===== src/rtl/tpf_divsqrt.sv =====
// Shared iterative unit: bit-serial square root or restoring divide.
module tpf_divsqrt (
	input logic clk,
	input logic arst_n,
	input logic start,
	input logic is_sqrt,
	input logic [63:0] num,
	input logic [31:0] den,
	output logic busy,
	output logic [63:0] result
);
	logic [63:0] rem_q;
	logic [63:0] x_q;
	logic [63:0] quo_q;
	logic [31:0] den_q;
	logic sq_q;
	logic [6:0] cnt_q;
	logic [64:0] trial;
	logic [63:0] rem_sh;
	logic [65:0] sq_rem;
	logic [65:0] sq_trial;

	assign busy = (cnt_q != 7'd0);
	assign result = quo_q;
	assign rem_sh = {rem_q[62:0], x_q[63]};
	assign trial = {1'b0, rem_sh} - {33'd0, den_q};
	assign sq_rem = {rem_q, x_q[63:62]};
	assign sq_trial = sq_rem - {quo_q, 2'b01};

	always_ff @(posedge clk or negedge arst_n) begin
		if (!arst_n) begin
			cnt_q <= 7'd0;
		end else if (start) begin
			cnt_q <= is_sqrt ? 7'd32 : 7'd64;
		end else if (busy) begin
			cnt_q <= cnt_q - 7'd1;
		end
	end

	always_ff @(posedge clk) begin
		if (start) begin
			rem_q <= '0;
			x_q <= num;
			quo_q <= '0;
			den_q <= den;
			sq_q <= is_sqrt;
		end else if (busy) begin
			if (sq_q) begin
				x_q <= {x_q[61:0], 2'b00};
				if (!sq_trial[65]) begin
					rem_q <= sq_trial[63:0];
					quo_q <= {quo_q[62:0], 1'b1};
				end else begin
					rem_q <= sq_rem[63:0];
					quo_q <= {quo_q[62:0], 1'b0};
				end
			end else begin
				x_q <= {x_q[62:0], 1'b0};
				if (!trial[64]) begin
					rem_q <= trial[63:0];
					quo_q <= {quo_q[62:0], 1'b1};
				end else begin
					rem_q <= rem_sh;
					quo_q <= {quo_q[62:0], 1'b0};
				end
			end
		end
	end
endmodule


===== config.mk =====
export PLATFORM = sky130hd
export DESIGN_NAME = tpf_divsqrt
export DESIGN_NICKNAME = d
export VERILOG_FILES = /design/src/rtl/tpf_divsqrt.sv
export SDC_FILE = /design/constraint.sdc
export NUM_CORES = 1
export LEC_CHECK = 0
export ABC_CLOCK_PERIOD_IN_PS = 4500
export BUFFER_PORTS_ARGS = -buffer_cell sky130_fd_sc_hd__clkbuf_2
export CAP_MARGIN = 0
export CORE_ASPECT_RATIO = 1.4
export CORE_MARGIN = 3
export CORE_UTILIZATION = 35
export DETAILED_ROUTE_END_ITERATION = 10
export GPL_ROUTABILITY_DRIVEN = 0
export PLACE_DENSITY = 0.55
export SETUP_SLACK_MARGIN = 0.2
export SLEW_MARGIN = 10
export SYNTH_ARGS = -nofsm -noshare
export SYNTH_HDL_FRONTEND = slang
export SYNTH_SLANG_ARGS = --single-unit

===== constraint.sdc =====
create_clock -name clk -period 4.5 [get_ports clk]
set_clock_uncertainty 0.05 [all_clocks]
set_input_delay 0.45 -clock clk [delete_from_list [all_inputs] [get_ports clk]]
set_output_delay 0.45 -clock clk [all_outputs]
set_load 0.02 [all_outputs]

==> results.yml, run 1 <==
outcome:
  outcome: "finished clean"
logic_synthesis:
  synthCells: 2089
  ys_types: 100
  synth.most_common_cell: "nand2_1"
  async_reset_ff_share_pct: 3.02
  ys_warn_count: 0
  synth.largest_area_cell: "edfxtp_1"
  synth-edff-count: 97
  ys_seq_area_share_pct: 33.5
  syn_avg_cell_area_sq_um: 8.08
  synth_ff_type: "dfxtp_1"
  synthTopCellsByArea: "edfxtp_1 17%, dfxtp_1 15%, nand2_1 8.1%, ha_1 7.2%, a21oi_1 6.0%"
  synth_top_area_share_pct: 17.3
  synth-seq-cells: 232
  synthTopCellsByCount: "362 x nand2_1, 204 x a21oi_1, 160 x o21ai_0"
  syn_nets: 2287
  syn_area_sq_mm: 0.0169
global_route:
  antenna_found_initial: 1
  grt_pass1_vias: 15300
  grt_use_total_pct: 19.8
  grt_max_degree: 116
  grt_pass1_wl_microns: 82100
  grt_overflow: 0
setup_path:
  reg2reg_depth: 12
  critPathLaunchType: "flop"
  path_class: "reg -> reg"
  path_cells: "ha_1 -> a21o_1 -> or3_1 -> o21ai_1 -> o31ai_4 -> a31o_2 -> a21oi_4 -> buf_4 -> and3b_1 -> a211oi_1 -> a31oi_1 -> a22o_1"
  cpLargestDelayFamily: "compound AO/OA/AOI/OAI gates"
  timing.critical_path.buf_inv: 1
  crit_path_end_kind: "flop"
  cp.depth: 12
  slowest_delay_ns: 0.60
  worstPathMaxFanout: 65
  crit_required_ns: 4.92
  crit_arrival_ns: 4.43
  crit_slowest_cell: "buf_4"
cells_and_area:
  n_fill_cell: 4944
  areaGrowthSynthToFinish_pct: 14.0
  num_antenna_cells: 0
  fin_nets: 2398
  post-route-util_pct: 40.7
  layout-drive-gt1-share_pct: 12.7
detailed_routing:
  drc: 0
  first_pass_iters: 5
  detail_route.iter0.violations: 825
  routedWlPerCell_microns: 18.4
  wl_microns: 52300
  avgViaCountPerCell: 5.44
  ant_nets: 0
  vias: 15500
sta:
  tightest_slew_ns: 1.19
  hold_viol_final: 0
  hold_slack_ns: 0.0253
  drv_slew: 0
  max_slew_margin_pct: 20.4
  setup_viol_count_final: 0
  finalSetupTns_ns: 0
  postLayoutSetupSlackWorst_ns: 0.490
  period_minus_slack_ns: 4.01
  max_freq_mhz: 249
  rsz0062_at_grt: "no"
  finalCritPeriodShare_pct: 89.1
die:
  dieArea_sq_mm: 0.0509
  core-area_sq_mm: 0.0473
  fp-row-count: 94
  io_pins: 165
  die_y_microns: 266
  die_w_microns: 192
  start_util_pct: 35.7
clocking:
  numCtsBuffers: 27
  cts_sinks: 232
  cts_max_path_buffers: 3
  htree_num_levels: 1
  cts-root-buf: "clkbuf_16"
  clk_pin_slew_worst_paths_ns: 0.06
  cts_tree: "done"
  clock_latency_ns: 0.58
worst_hold_path:
  hold_class: "in -> reg"
  holdPathStages: 1
placed_design:
  pre_cts_ws_ns: 0.417
  port_buffers: 164
  hpwlAfterDp_microns: 38400
flow_run:
  maxCapViolations: 0
power:
  powerDensity_mw_per_mm2: 734
  leakage_uw: 0.00798
  max-vdd-ir-drop_v: 0.000377
[cell type report]
type                       instances  area [sq um]  share of cell area [%]
clock buffer                      34           722                    3.75
clock inverter                    16           184                   0.956
inverter                         132           495                    2.57
multi-input combinational       1598         10200                    52.9
sequential                       232          5650                    29.4
tap                              624           781                    4.06
timing repair buffer             209          1230                    6.39
[cells in the final DEF, fill, tap and decap left out, drive strengths merged, types with 8 or more instances in the layout]
| cell type | netlist | layout |
|---|---|---|
| a32o | 18 | 18 |
| nor4 | 11 | 11 |
| a22oi | 11 | 11 |
| a21oi | 206 | 206 |
| and2 | 8 | 8 |
| xor2 | 58 | 58 |
| buf | 38 | 30 |
| nand4 | 28 | 28 |
| nand2b | 16 | 16 |
| nand3 | 23 | 23 |
| edfxtp | 97 | 97 |
| clkinv | 2 | 12 |
| o211ai | 39 | 39 |
| nor2 | 121 | 121 |
| mux2i | 70 | 70 |
| clkbuf | 88 | 197 |
| a211oi | 22 | 22 |
| dlygate4sd3 | 0 | 16 |
| o21a | 20 | 20 |
| a31oi | 23 | 23 |
| o31ai | 13 | 13 |
| dfxtp | 128 | 128 |
| and3 | 8 | 8 |
| o21ai | 169 | 169 |
| xnor2 | 61 | 61 |
| nand2 | 362 | 362 |
| o21bai | 20 | 20 |
| nor3 | 28 | 28 |
| a22o | 8 | 8 |
| a21o | 46 | 46 |
| inv | 130 | 132 |
| ha | 97 | 97 |
| or3 | 12 | 12 |
| or4 | 11 | 11 |
[flip-flops by register name, summed over array words and instances (netlist names)]
signal	flops
den_q	32
x_q	64
sq_q	1
rem_q	64
cnt_q	7
result	64
[final timing paths]
| path | endpoint | slack (ns) | from |
|---|---|---|---|
| worst max-delay path | rem_q[3] | 0.49 | rem_q[4] |
| worst min register to register | result[29] | 0.43 | result[28] |
| max in group asynchronous | cnt_q[0] | 3.99 | arst_n |
| min in group asynchronous | cnt_q[2] | 0.24 | arst_n |
| worst min-delay path | den_q[23] | 0.03 | den[23] |
| worst max register to register | rem_q[3] | 0.49 | rem_q[4] |
[per-stage QoR]
stage,cells,cell area (sq um),total power [uW]
after floorplan,2089,16900,9540
after global placement,2777,18200,11700
after detailed placement,2777,18200,11700
after CTS,2843,19200,14100
after global routing,2845,19200,15100
final,2845,19200,14100
[cell families (layout without fill, tap and decap cells)]
kind of cell	Yosys count	count (layout)	synth area share, %
buffers and inverters	259	391	6.37
XOR/XNOR	119	119	6.33
AO/OA/AOI/OAI	657	657	24.9
adder cells (fa/ha/maj)	98	98	7.31
multiplexers	71	71	4.24
flip-flops	232	232	33.5
AND/OR/NAND/NOR	653	653	17.3
[where the power goes]
group	switching (uW)	internal (uW)	leakage [uW]	total [uW]
combinational	5170	3410	0.00537	8580
sequential	542	2690	0.00216	3240
clock	947	1360	0.000443	2310
total	6660	7470	0.00798	14100
[routing by layer]
metal / GRT usage (%) / wire (microns) / vias up
met4: 6.89 / 1760 / 2
met1: 23.8 / 21800 / 7271
met5: 0 / 13 / -
met3: 3.22 / 2840 / 100
met2: 35.6 / 25900 / 410
li1: - / - / 7685
[timing repair]
action                                 4_1_cts  5_1_grt
resized for setup                            0        0
setup endpoints to repair                    0        4
endpoints found under the hold margin       22        0
buffers inserted                             0        2
hold buffers                                16        0
Power figures use the tool's default switching activity.
==> run 2: changes to the inputs <==
- BUFFER_PORTS_ARGS: -buffer_cell sky130_fd_sc_hd__clkbuf_2 -> not set
- DONT_BUFFER_PORTS: not set -> 1
- PLACE_DENSITY: 0.55 -> 0.52
==> results.yml, run 2 (same netlist as run 1, synthesis figures left out) <==
sta:
  setup_viol_count_final: 0
  drv_slew: 0
  tightest_slew_ns: 1.13
  rsz0062_at_grt: "no"
  finalSetupTns_ns: 0
  period_minus_slack_ns: 4.08
  max_freq_mhz: 245
  max_slew_margin_pct: 24.6
  hold_viol_final: 0
  finalCritPeriodShare_pct: 90.7
power:
  power.total_uw: 14200
  seqPwrFrac_pct: 22.4
  leakage_uw: 0.00769
  p_int_uw: 7510
  max-vdd-ir-drop_v: 0.000399
  sw_frac_of_total_pct: 47.0
  power_frac_comb_pct: 61.6
  p_switching_uw: 6670
  power_frac_clock_pct: 16.1
  powerDensity_mw_per_mm2: 739
setup_path:
  crit_required_ns: 4.90
  crit_path_end_kind: "flop"
  crit_top_cell: "o21ai_0"
  worstPathMaxFanout: 6
  crit_arrival_ns: 4.49
  critPathLaunchType: "flop"
  path_cells: "inv_1 -> ha_1 -> nand2_1 -> o21ai_0 -> a31oi_1 -> o22ai_1 -> a211oi_2 -> o21ai_0 -> o221ai_1 -> buf_4 -> o31ai_1 -> xnor2_1 -> o21ai_1 -> a221o_1"
  slowest_delay_ns: 0.50
  path_class: "reg -> reg"
  crit_slowest_cell: "dfxtp_1"
global_route:
  grt_pass1_vias: 15300
  antenna_found_initial: 2
  grt_overflow: 0
  grt_use_total_pct: 20.1
  grt_pass1_wl_microns: 82900
  grt_max_degree: 140
detailed_routing:
  detail_route.iter0.violations: 928
  routedWlPerCell_microns: 18.9
  vias: 15200
  first_pass_iters: 5
  avgViaCountPerCell: 5.48
  ant_nets: 0
  wl_microns: 52500
  drc: 0
cells_and_area:
  layout_commonest_cell: "nand2_1"
  multiInputGateArea_sq_mm: 0.0102
  areaGrowthSynthToFinish_pct: 13.6
  regArea_sq_mm: 0.00565
  fin_nets: 2323
  mostFrequentLayoutCells: "362 x nand2_1, 204 x a21oi_1, 160 x o21ai_0"
  layout-drive-gt1-share_pct: 8.34
  n_fill_cell: 4924
placed_design:
  hpwlAfterDp_microns: 37700
  port_buffers: 0
clocking:
  clk_pin_slew_worst_paths_ns: 0.06
  cts-root-buf: "clkbuf_16"
  clock_latency_ns: 0.57
  cts_max_path_buffers: 3
  cts_tree: "done"
  numCtsBuffers: 27
  htree_num_levels: 1
  cts_sinks: 232
die:
  io_pins: 165
  core-area_sq_mm: 0.0473
  fp-row-count: 94
  start_util_pct: 35.7
  die_w_microns: 192
  die_y_microns: 266
  dieArea_sq_mm: 0.0509
worst_hold_path:
  hold_class: "in -> reg"
flow_run:
  maxCapViolations: 0
outcome:
  outcome: "finished clean"
==> run 2: critical path: cells and delay by family, from the launching register on <==
kind	cells	cell delay (ns)
flops	1	0.50
fa+ha+maj	1	0.41
compound gates	9	2.34
buf+inv	2	0.31
simple gates	1	0.13
xor+xnor	1	0.23
==> run 2: routing by layer <==
metal	track usage (%)	wire [microns]	vias to the layer above	part of all wire [%]
li1	-	-	7555	-
met1	23.7	21300	7103	41
met2	35.9	25900	409	49
met3	3.66	2910	126	5.5
met4	8.24	2310	2	4.4
met5	0	13	-	0.025
==> run 2: area by class of cell <==
class,count,area share (%)
antenna,1,0.0131
clock buffer,29,3.56
clock inverter,21,1.10
inverter,132,2.59
multi-input combinational,1598,53.1
sequential,232,29.5
tap,624,4.07
timing repair buffer,134,6.07
==> run 2: power by group through the flow <==
stage | combinational, uW | sequential, uW | clock, uW
2_1_floorplan | 6480 | 3060 | 0
3_3_place_gp | 8560 | 3200 | 0
3_5_place_dp | 8600 | 3210 | 0
4_1_cts | 8710 | 3170 | 2360
5_1_grt | 9640 | 3230 | 2440
6_report | 8730 | 3170 | 2280
==> run 2: what timing repair did <==
item	CTS	global route
buffers inserted	0	0
endpoints found under the hold margin	146	0
resized for setup	0	0
hold buffers	46	0
==> run 2: worst paths after layout <==
check	start	end	slack (ns)	depth (start not counted)
max	result[11]	rem_q[63]	0.42	14
min	num[62]	x_q[62]	0.03	2
max reg2reg	result[11]	rem_q[63]	0.42	14
min reg2reg	rem_q[63]	rem_q[63]	0.47	1
max in group asynchronous	arst_n	cnt_q[0]	3.94	1
min in group asynchronous	arst_n	cnt_q[6]	0.19	1
==> run 2: per-stage QoR <==
stage          setup slack, ns  area [sq um]  hold slack, ns  instances  utilization, %
2_1_floorplan            0.999         16900           0.104       2089               -
3_3_place_gp             0.485         17800           0.105       2674            37.6
3_5_place_dp             0.468         17800           0.105       2674            37.6
4_1_cts                  0.439         19200        0.000806       2770            40.5
5_1_grt                  0.256         19200          0.0128       2770            40.5
6_report                 0.417         19200          0.0347       2771            40.6
